**config.mk**
```make
export PLATFORM = sky130hd
export DESIGN_NAME = hsl_to_rgb_converter
export DESIGN_NICKNAME = d
export VERILOG_FILES = /design/src/sv/hsl2rgb_pkg.sv /design/src/sv/hsl2rgb_front.sv /design/src/sv/hsl2rgb_chan.sv /design/src/sv/hsl_to_rgb_converter.sv
export SDC_FILE = /design/constraint.sdc
export NUM_CORES = 2
export LEC_CHECK = 0
export BUFFER_PORTS_ARGS = -buffer_cell sky130_fd_sc_hd__buf_4
export CAP_MARGIN = 20
export CORE_ASPECT_RATIO = 1.25
export CORE_UTILIZATION = 45
export DETAILED_ROUTE_END_ITERATION = 8
export HOLD_SLACK_MARGIN = 0.03
export PLACE_DENSITY = 0.63
export SYNTH_ARGS = -nofsm -noshare
export SYNTH_HDL_FRONTEND = slang
export SYNTH_SLANG_ARGS = --single-unit
export TNS_END_PERCENT = 1
```
**constraint.sdc**
```tcl
create_clock -name clk -period 8 [get_ports clk]
set_input_delay 0.4 -clock clk [delete_from_list [all_inputs] [get_ports clk]]
set_output_delay 0.4 -clock clk [all_outputs]
set_load 0.02 [all_outputs]
```
**src/sv/hsl2rgb_pkg.sv**
```systemverilog
// hsl2rgb_pkg: shared constants, the channel byte type and the byte saturation helper
// for the hsl to rgb converter pipeline. No dependencies.
`default_nettype none

package hsl2rgb_pkg;

  localparam int FRAC_BITS_DEF = 16;
  localparam int NUM_STAGES    = 6;
  localparam int BYTE_W        = 8;
  localparam int WIDE_BYTE_W   = BYTE_W + 2;

  typedef logic [BYTE_W-1:0] pix_byte_t;

  localparam pix_byte_t BYTE_MAX = '1;

  // clip a rounded channel value to a byte
  function automatic pix_byte_t sat_byte(input logic [WIDE_BYTE_W-1:0] v);
    pix_byte_t res;
    if (v > WIDE_BYTE_W'(BYTE_MAX)) begin
      res = BYTE_MAX;
    end else begin
      res = v[BYTE_W-1:0];
    end
    return res;
  endfunction

endpackage

`default_nettype wire

```
**src/sv/hsl2rgb_front.sv**
```systemverilog
// hsl2rgb_front: first two pipeline stages - input clamping, l*s product, rounded p/q
// levels, wrapped hue positions for the three channels and the gray byte. Uses hsl2rgb_pkg.
`default_nettype none

module hsl2rgb_front import hsl2rgb_pkg::*; #(
  parameter int FRAC_BITS = FRAC_BITS_DEF
) (
  input  logic                 clk,
  input  logic [1:0]           stage_en,
  input  logic [FRAC_BITS:0]   hue,
  input  logic [FRAC_BITS:0]   saturation,
  input  logic [FRAC_BITS:0]   lightness,
  output logic                 gray,
  output pix_byte_t            gray_byte,
  output logic [FRAC_BITS:0]   p_lvl,
  output logic [FRAC_BITS:0]   q_lvl,
  output logic [FRAC_BITS:0]   d_lvl,
  output logic [FRAC_BITS+1:0] t_red,
  output logic [FRAC_BITS+1:0] t_green,
  output logic [FRAC_BITS+1:0] t_blue
);

  localparam int W  = FRAC_BITS + 1;
  localparam int PW = 2 * FRAC_BITS + 2;
  localparam int TW = FRAC_BITS + 2;
  localparam int XW = TW + 1;
  localparam int GW = W + 9;

  localparam logic [W-1:0]  ONE       = {1'b1, {FRAC_BITS{1'b0}}};
  localparam logic [W-1:0]  HALF      = ONE >> 1;
  localparam logic [XW-1:0] ONE_X     = XW'(ONE);
  localparam logic [XW-1:0] THREE_ONE = XW'(3) << FRAC_BITS;

  // stage 1
  logic [W-1:0]  h_c, s_c, l_c;
  logic [PW-1:0] ls_nxt;
  logic [TW-1:0] h3_nxt;
  logic [GW-1:0] gx;

  logic [W-1:0]           l_r, s_r;
  logic [PW-1:0]          ls_r;
  logic [TW-1:0]          h3_r;
  logic                   gray1_r, lo_r;
  logic [WIDE_BYTE_W-1:0] gw_r;

  assign h_c    = (hue > ONE) ? ONE : hue;
  assign s_c    = (saturation > ONE) ? ONE : saturation;
  assign l_c    = (lightness > ONE) ? ONE : lightness;
  assign ls_nxt = PW'(l_c) * PW'(s_c);
  assign h3_nxt = (TW'(h_c) << 1) + TW'(h_c);
  // l*255 + one half, as l*256 - l
  assign gx     = {1'b0, l_c, 8'b0} - GW'(l_c) + GW'(HALF);

  always_ff @(posedge clk) begin
    if (stage_en[0]) begin
      l_r     <= l_c;
      s_r     <= s_c;
      ls_r    <= ls_nxt;
      h3_r    <= h3_nxt;
      gray1_r <= (s_c == '0);
      lo_r    <= (l_c < HALF);
      gw_r    <= gx[GW-1:FRAC_BITS];
    end
  end

  // stage 2
  logic [PW-1:0] l_one_rnd, s_one, q2r, p2r;
  logic [W-1:0]  q_nxt, p_nxt;
  logic [XW-1:0] h3e, tr, tb;
  logic [TW-1:0] t_red_nxt, t_blue_nxt;

  logic [W-1:0]  p_r, q_r, d_r;
  logic [TW-1:0] t_red_r, t_green_r, t_blue_r;
  logic          gray_r;
  pix_byte_t     gray_byte_r;

  // l*one with the rounding half folded into the zero low bits
  assign l_one_rnd = PW'({l_r, 1'b1, {(FRAC_BITS-1){1'b0}}});
  assign s_one     = PW'({s_r, {FRAC_BITS{1'b0}}});
  assign q2r       = lo_r ? (l_one_rnd + ls_r) : (l_one_rnd + s_one - ls_r);
  assign p2r       = lo_r ? (l_one_rnd - ls_r) : (l_one_rnd - s_one + ls_r);
  assign q_nxt     = q2r[2*FRAC_BITS:FRAC_BITS];
  assign p_nxt     = p2r[2*FRAC_BITS:FRAC_BITS];

  assign h3e = XW'(h3_r);
  assign tr  = h3e + ONE_X;
  assign tb  = h3e - ONE_X;
  // wrap only strictly above three; a negative blue position wraps up
  assign t_red_nxt  = (tr > THREE_ONE) ? TW'(tr - THREE_ONE) : TW'(tr);
  assign t_blue_nxt = tb[XW-1] ? TW'(tb + THREE_ONE) : TW'(tb);

  always_ff @(posedge clk) begin
    if (stage_en[1]) begin
      p_r         <= p_nxt;
      q_r         <= q_nxt;
      d_r         <= q_nxt - p_nxt;
      t_red_r     <= t_red_nxt;
      t_green_r   <= h3_r;
      t_blue_r    <= t_blue_nxt;
      gray_r      <= gray1_r;
      gray_byte_r <= sat_byte(gw_r);
    end
  end

  assign p_lvl     = p_r;
  assign q_lvl     = q_r;
  assign d_lvl     = d_r;
  assign t_red     = t_red_r;
  assign t_green   = t_green_r;
  assign t_blue    = t_blue_r;
  assign gray      = gray_r;
  assign gray_byte = gray_byte_r;

endmodule

`default_nettype wire

```
**src/sv/hsl2rgb_chan.sv**
```systemverilog
// hsl2rgb_chan: one color channel, pipeline stages three to five - hue segment select,
// slope multiply, level sum, then the combinational scale to a byte. Uses hsl2rgb_pkg.
`default_nettype none

module hsl2rgb_chan import hsl2rgb_pkg::*; #(
  parameter int FRAC_BITS = FRAC_BITS_DEF
) (
  input  logic                 clk,
  input  logic [2:0]           stage_en,
  input  logic [FRAC_BITS:0]   p_lvl,
  input  logic [FRAC_BITS:0]   q_lvl,
  input  logic [FRAC_BITS:0]   d_lvl,
  input  logic [FRAC_BITS+1:0] t_pos,
  output pix_byte_t            ch_byte
);

  localparam int W  = FRAC_BITS + 1;
  localparam int PW = 2 * FRAC_BITS + 2;
  localparam int TW = FRAC_BITS + 2;
  localparam int BW = PW + 8;

  localparam logic [TW-1:0] T_HALF     = TW'(1) << (FRAC_BITS - 1);
  localparam logic [TW-1:0] T_ONE_HALF = TW'(3) << (FRAC_BITS - 1);
  localparam logic [TW-1:0] T_TWO      = TW'(2) << FRAC_BITS;
  localparam logic [BW-1:0] RND_HALF   = BW'(1) << (2 * FRAC_BITS - 1);

  // stage 3: segment of the hue curve
  logic          rise, flat, fall;
  logic [TW:0]   t2, fall2;
  logic [TW-1:0] fall_d;
  logic [W-1:0]  m_nxt;

  logic [W-1:0] m_r, p3_r, q3_r, d3_r;
  logic         qsel_r;

  assign rise   = (t_pos < T_HALF);
  assign flat   = !rise && (t_pos < T_ONE_HALF);
  assign fall   = !rise && !flat && (t_pos < T_TWO);
  assign t2     = {t_pos, 1'b0};
  assign fall_d = T_TWO - t_pos;
  assign fall2  = {fall_d, 1'b0};

  always_comb begin
    m_nxt = '0;
    if (rise) begin
      m_nxt = t2[W-1:0];
    end else if (fall) begin
      m_nxt = fall2[W-1:0];
    end
  end

  always_ff @(posedge clk) begin
    if (stage_en[0]) begin
      m_r    <= m_nxt;
      qsel_r <= flat;
      p3_r   <= p_lvl;
      q3_r   <= q_lvl;
      d3_r   <= d_lvl;
    end
  end

  // stage 4: slope times position
  logic [PW-1:0] prod_r;
  logic [W-1:0]  base_r;

  always_ff @(posedge clk) begin
    if (stage_en[1]) begin
      prod_r <= PW'(d3_r) * PW'(m_r);
      base_r <= qsel_r ? q3_r : p3_r;
    end
  end

  // stage 5: level with double fraction width
  logic [PW-1:0] c2_r;

  always_ff @(posedge clk) begin
    if (stage_en[2]) begin
      c2_r <= PW'({base_r, {FRAC_BITS{1'b0}}}) + prod_r;
    end
  end

  // c2*255 as c2*256 - c2, rounded half up
  logic [BW-1:0] scaled;

  assign scaled  = {c2_r, 8'b0} - BW'(c2_r) + RND_HALF;
  assign ch_byte = sat_byte(scaled[BW-1:2*FRAC_BITS]);

endmodule

`default_nettype wire

```
**src/sv/hsl_to_rgb_converter.sv**
```systemverilog
// hsl_to_rgb_converter: takes one hue/saturation/lightness transfer per cycle unless stalled
// and returns red, green and blue bytes through a six-stage pipeline with a valid bit
// per stage; each stage loads when it is empty or the stage after it moves on, so a stall
// at the output fills bubbles first and loses nothing. Throughput is one item per clock
// unless stalled; the per-channel slope multiplier in stage four and the l*s product
// in stage one set the clock period. Inputs above 1.0 are clipped to 1.0, and zero
// saturation gives gray. Depends on hsl2rgb_pkg, hsl2rgb_front and hsl2rgb_chan.
`default_nettype none

module hsl_to_rgb_converter import hsl2rgb_pkg::*; #(
  parameter int FRAC_BITS = FRAC_BITS_DEF
) (
  input  logic               clk,
  input  logic               rst_n,
  input  logic               in_valid,
  output logic               in_ready,
  input  logic [FRAC_BITS:0] in_hue,
  input  logic [FRAC_BITS:0] in_saturation,
  input  logic [FRAC_BITS:0] in_lightness,
  output logic               out_valid,
  input  logic               out_ready,
  output pix_byte_t          out_red,
  output pix_byte_t          out_green,
  output pix_byte_t          out_blue
);

  localparam int LAST = NUM_STAGES - 1;

  logic [NUM_STAGES-1:0] valid_r, valid_nxt, stage_en;

  always_comb begin
    stage_en[LAST] = !valid_r[LAST] || out_ready;
    for (int i = LAST - 1; i >= 0; i--) begin
      stage_en[i] = !valid_r[i] || stage_en[i+1];
    end
    for (int i = 0; i < NUM_STAGES; i++) begin
      if (stage_en[i]) begin
        valid_nxt[i] = (i == 0) ? in_valid : valid_r[(i == 0) ? 0 : i - 1];
      end else begin
        valid_nxt[i] = valid_r[i];
      end
    end
  end

  always_ff @(posedge clk) begin
    if (!rst_n) begin
      valid_r <= '0;
    end else begin
      valid_r <= valid_nxt;
    end
  end

  assign in_ready  = stage_en[0];
  assign out_valid = valid_r[LAST];

  logic                 gray;
  pix_byte_t            gray_byte;
  logic [FRAC_BITS:0]   p_lvl, q_lvl, d_lvl;
  logic [FRAC_BITS+1:0] t_red, t_green, t_blue;
  pix_byte_t            red_byte, green_byte, blue_byte;

  hsl2rgb_front #(.FRAC_BITS(FRAC_BITS)) u_front (
    .clk        (clk),
    .stage_en   (stage_en[1:0]),
    .hue        (in_hue),
    .saturation (in_saturation),
    .lightness  (in_lightness),
    .gray       (gray),
    .gray_byte  (gray_byte),
    .p_lvl      (p_lvl),
    .q_lvl      (q_lvl),
    .d_lvl      (d_lvl),
    .t_red      (t_red),
    .t_green    (t_green),
    .t_blue     (t_blue)
  );

  hsl2rgb_chan #(.FRAC_BITS(FRAC_BITS)) u_chan_red (
    .clk      (clk),
    .stage_en (stage_en[4:2]),
    .p_lvl    (p_lvl),
    .q_lvl    (q_lvl),
    .d_lvl    (d_lvl),
    .t_pos    (t_red),
    .ch_byte  (red_byte)
  );

  hsl2rgb_chan #(.FRAC_BITS(FRAC_BITS)) u_chan_green (
    .clk      (clk),
    .stage_en (stage_en[4:2]),
    .p_lvl    (p_lvl),
    .q_lvl    (q_lvl),
    .d_lvl    (d_lvl),
    .t_pos    (t_green),
    .ch_byte  (green_byte)
  );

  hsl2rgb_chan #(.FRAC_BITS(FRAC_BITS)) u_chan_blue (
    .clk      (clk),
    .stage_en (stage_en[4:2]),
    .p_lvl    (p_lvl),
    .q_lvl    (q_lvl),
    .d_lvl    (d_lvl),
    .t_pos    (t_blue),
    .ch_byte  (blue_byte)
  );

  // gray flag and byte ride along with the channel stages
  logic      gray_d_r [3];
  pix_byte_t gbyte_d_r [3];

  always_ff @(posedge clk) begin
    if (stage_en[2]) begin
      gray_d_r[0]  <= gray;
      gbyte_d_r[0] <= gray_byte;
    end
    if (stage_en[3]) begin
      gray_d_r[1]  <= gray_d_r[0];
      gbyte_d_r[1] <= gbyte_d_r[0];
    end
    if (stage_en[4]) begin
      gray_d_r[2]  <= gray_d_r[1];
      gbyte_d_r[2] <= gbyte_d_r[1];
    end
  end

  // output register
  pix_byte_t red_r, green_r, blue_r;

  always_ff @(posedge clk) begin
    if (stage_en[LAST]) begin
      red_r   <= gray_d_r[2] ? gbyte_d_r[2] : red_byte;
      green_r <= gray_d_r[2] ? gbyte_d_r[2] : green_byte;
      blue_r  <= gray_d_r[2] ? gbyte_d_r[2] : blue_byte;
    end
  end

  assign out_red   = red_r;
  assign out_green = green_r;
  assign out_blue  = blue_r;

  // a pipeline with an empty slot or a draining output must take a transfer
  assert property (@(posedge clk) disable iff (!rst_n)
    (!(&valid_r) || out_ready) |-> in_ready)
    else $error("input stalled while the pipeline has room");

  // occupancy grows by one on an input transfer without an output transfer
  assert property (@(posedge clk) disable iff (!rst_n)
    (in_valid && in_ready && !(out_valid && out_ready)) |=>
      ($countones(valid_r) == $past($countones(valid_r)) + 1))
    else $error("item lost on entry");

  // occupancy shrinks by one on an output transfer without an input transfer
  assert property (@(posedge clk) disable iff (!rst_n)
    (out_valid && out_ready && !(in_valid && in_ready)) |=>
      ($countones(valid_r) + 1 == $past($countones(valid_r))))
    else $error("item repeated or lost on exit");

endmodule

`default_nettype wire

```
==> flow_summary_export.csv <==
group,metric,value,unit
grt,grt_pass1_wl,275000,um
power_and_ir_drop,p_int,16.2,mW
synthesis,ys_seq_area_share,25.3,%
grt,gr-total-overflow,0,
timing,setup_slack,0.597,ns
synthesis,synth.most_common_cell,"inv_1",
synthesis,synth_edf_count,581,
synthesis,postSynth.asyncResetShare,0,%
critical_path,crit_fanout,17,
cells_and_area,final_area,0.0754,mm^2
place,gp_congestion,0.952,
place,hpwl,143000,um
detailed_routing,drtPass1Iterations,7,
die,row_count,160,
run,drv_cap,0,
synthesis,synth_nets,8793,
die,fp.dieArea,0.156,mm^2
grt,grt_pass1_vias,50800,
critical_path,worstSetupPathType,"flop to flop",
die,die_h,441,um
place,dp_cells,9035,
timing,finClkSkew,0.0321,ns
power_and_ir_drop,total_power,31.7,mW
detailed_routing,drc,0,
synthesis,synth-seq-cells,587,
synthesis,synth_top_area_share,25.5,%
hold_path,hold_depth,1,
die,core_region_area,0.153,mm^2
place,numPortBuffers,80,
hold_path,hold_class,"primary input to flop",
power_and_ir_drop,switchingPower,15.5,mW
die,die_x,354,um
place,dp_slack,-0.0291,ns
power_and_ir_drop,comb_power_share,68.8,%
cts,cts.reportedPaths.clkPinSlew,0.06,ns
timing,period_minus_slack,7.40,ns
timing,slew_violations,0,
cells_and_area,fillers,14100,
critical_path,reg2regPathDepth,22,
synthesis,synth_cell_types,93,
power_and_ir_drop,p_leak,35.7,nW
critical_path,crit_path_cell_trace,"buf_4 -> nand2_1 -> fa_1 -> fa_1 -> inv_1 -> fa_1 -> inv_1 -> fa_1 -> fa_1 -> inv_1 -> fa_1 -> ha_1 -> a21o_1 -> a21o_1 -> a21o_1 -> o21ai_1 -> o21ai_1 -> o31a_1 -> or2_2 -> or3_1 -> o21ai_0 -> xnor2_1",
cts,cts_sinks,587,
synthesis,synth_area_per_cell,9.90,um^2
timing,relSlewSlack,22.9,%
critical_path,cp.required,8.38,ns
detailed_routing,drt-total-wl,175000,um
synthesis,yosys-top-cells-count,"inv_1 (1385), fa_1 (886), ha_1 (829)",
cts,cts_setup_buffers,0,
synthesis,synthTopCellsByArea,"fa_1 (26%), edfxtp_1 (25%), ha_1 (15%)",
place,dpl_cell_area,0.0731,mm^2
cts,cts_buffer_depth,3,
critical_path,r2r_start,"u_chan_green.d3_r[3]",
critical_path,critical_path_arrival,7.78,ns
power_and_ir_drop,switching_share,48.9,%
detailed_routing,drt_iter0_markers,2417,
grt,grt_max_degree,66,
critical_path,cpMaxStageDelayCell,"edfxtp_1",
timing,worst_slew_pin_slew,1.16,ns
detailed_routing,viasPerCell,5.23,
grt,grt_antenna_before_repair,3,
hold_path,min_from,"in_lightness[16]",
cells_and_area,area_growth,8.54,%
cells_and_area,finalNonFillerCells,9162,
synthesis,yosysTopAreaCell,"fa_1",
cells_and_area,fin_util,49.4,%
power_and_ir_drop,vdd_drop_max,0.000400,V
detailed_routing,route.vias.total,47900,
grt,grt.total_usage,22.7,%
status,status,"complete, no violations",
cts,insertion_delay,0.68,ns
timing,fmax,135,MHz
die,pin_count,81,
power_and_ir_drop,sequentialPowerShare,20.9,%
detailed_routing,detail_route.wl_per_cell,19.0,um
cts,cts_max_level,3,
cts,numCtsBuffers,66,
critical_path,reg2reg_slack,0.60,ns
cts,cts-root-buf,"clkbuf_16",
critical_path,startpoint_type,"flop",
critical_path,worstSetupEndpointType,"flop",
critical_path,cp_common_cell,"fa_1",
critical_path,reg2reg_to,"u_chan_green.prod_r[29]",
cells_and_area,drive_gt1_share,6.48,%
synthesis,synth.yosys.warnings,0,
synthesis,synth_flop_cell,"edfxtp_1",
timing,rsz0062_at_grt,"false",
synthesis,syn_inst,7023,
synthesis,netlist_area,0.0695,mm^2
timing,setup_viol,0,
cells_and_area,fin_nets,8851,
power_and_ir_drop,power_density,421,mW/mm^2
critical_path,max_stage_delay,1.10,ns
timing,hold_viol_final,0,
cts,cts_tree,"built",
detailed_routing,ant_nets,0,
timing,min_period_over_period,92.5,%
die,start_util,45.5,%
hold_path,hold_end,"u_front.l_r[16]",
power_and_ir_drop,p_clk_share,10.3,%
==> final cells by class <==
| cell class | instances | area (um^2) | area share, % |
|---|---|---|---|
| antenna | 3 | 7.51 | 0.00995 |
| clock inverter | 42 | 614 | 0.814 |
| tap | 2025 | 2530 | 3.36 |
| sequential | 587 | 17600 | 23.3 |
| inverter | 1395 | 5240 | 6.95 |
| multi-input combinational | 4785 | 45800 | 60.7 |
| clock buffer | 79 | 1710 | 2.27 |
| timing repair buffer | 246 | 2000 | 2.66 |
==> worst max path at each step <==
stage,from,end,slack (ns),cells after the start
3_5_place_dp,in_saturation[11],u_front.ls_r[32],-0.03,29
3_3_place_gp,in_saturation[11],u_front.ls_r[32],-0.08,29
5_1_grt,in_saturation[11],u_front.ls_r[32],0.17,29
2_1_floorplan,in_saturation[3],u_front.ls_r[31],0.76,27
4_1_cts,u_chan_green.d3_r[3],u_chan_green.prod_r[29],0.57,22
6_report,u_chan_green.d3_r[3],u_chan_green.prod_r[29],0.60,22
==> cell usage in the layout, fill, tap and decap left out, types with 10 or more instances in the layout <==
cell,instances
a31oi_1,16
o41ai_1,11
o31ai_1,38
nor2_1,333
clkbuf_1,12
and3_1,29
buf_12,12
nor4_1,25
xor2_1,61
or3_1,22
a21boi_0,17
nor2b_1,61
nand4_1,26
nand2b_1,61
o21a_1,55
nor3_1,68
a211oi_1,17
a21o_1,100
clkbuf_16,66
o21bai_1,44
ha_1,829
xnor2_1,217
a21boi_1,12
buf_4,231
edfxtp_1,581
mux2_2,59
a21oi_1,245
and2_1,350
o211ai_1,20
o21ai_1,19
bufinv_16,10
nand3_1,51
fa_1,886
o21ai_0,150
or2_2,12
inv_1,1383
nand2_1,787
clkinv_1,15
==> power groups by stage <==
stage	registers [mW]	logic, mW	clock network, mW
floorplan	5.93	15.6	0
global placement	6.67	21.4	0
detailed placement	6.70	21.8	0
CTS	6.65	22.0	3.34
global route	6.74	24.5	3.43
finish	6.63	21.8	3.26
==> flip-flops by register name (all words and copies together) (netlist names), 24 cells and up <==
register	count
u_chan_blue.prod_r	33
gbyte_d_r	24
u_front.ls_r	33
u_chan_green.prod_r	33
u_chan_red.prod_r	33
u_chan_red.c2_r	33
u_chan_blue.c2_r	33
u_chan_green.c2_r	33
==> what timing repair did <==
| action | 4_1_cts | 5_1_grt |
|---|---|---|
| hold buffers | 3 | 0 |
| gates resized for setup | 0 | 0 |
| endpoints found under the hold margin | 8 | 0 |
==> metrics by stage <==
stage	setup TNS, ns	hold slack, ns
2_1_floorplan	0	0.400
3_3_place_gp	-0.0776	0.401
3_5_place_dp	-0.0291	0.405
4_1_cts	0	0.0550
5_1_grt	0	0.0835
6_report	0	0.119
==> critical path: cells and delay by family (launching register included) <==
kind / cells / cell delay [ns]
AOI/OAI and AO/OA: 7 / 1.19
buffers and inverters: 4 / 0.50
DFF: 1 / 1.10
and+or+nand+nor: 3 / 0.72
adders and majority gates: 7 / 3.24
xor gates and xnor gates: 1 / 0.36
==> metal layers <==
layer	up-vias	part of all wire, %	wire length, um	GRT usage, %
li1	22600	-	-	-
met1	23900	40	69600	26.6
met2	1087	51	88300	41.0
met3	330	3.6	6260	2.24
met4	0	6.0	10400	12.3
met5	-	0	0	0
==> kinds of logic after synthesis <==
group	after synthesis	share of synthesized area, %
AO/OA/AOI/OAI	842	7.85
XOR/XNOR	278	3.50
adder cells (fa/ha/maj)	1715	40.4
buffers and inverters	1651	8.94
flip-flops	587	25.3
multiplexers	65	1.04
AND/OR/NAND/NOR	1885	13.0
(Power assumes the default switching activity.)
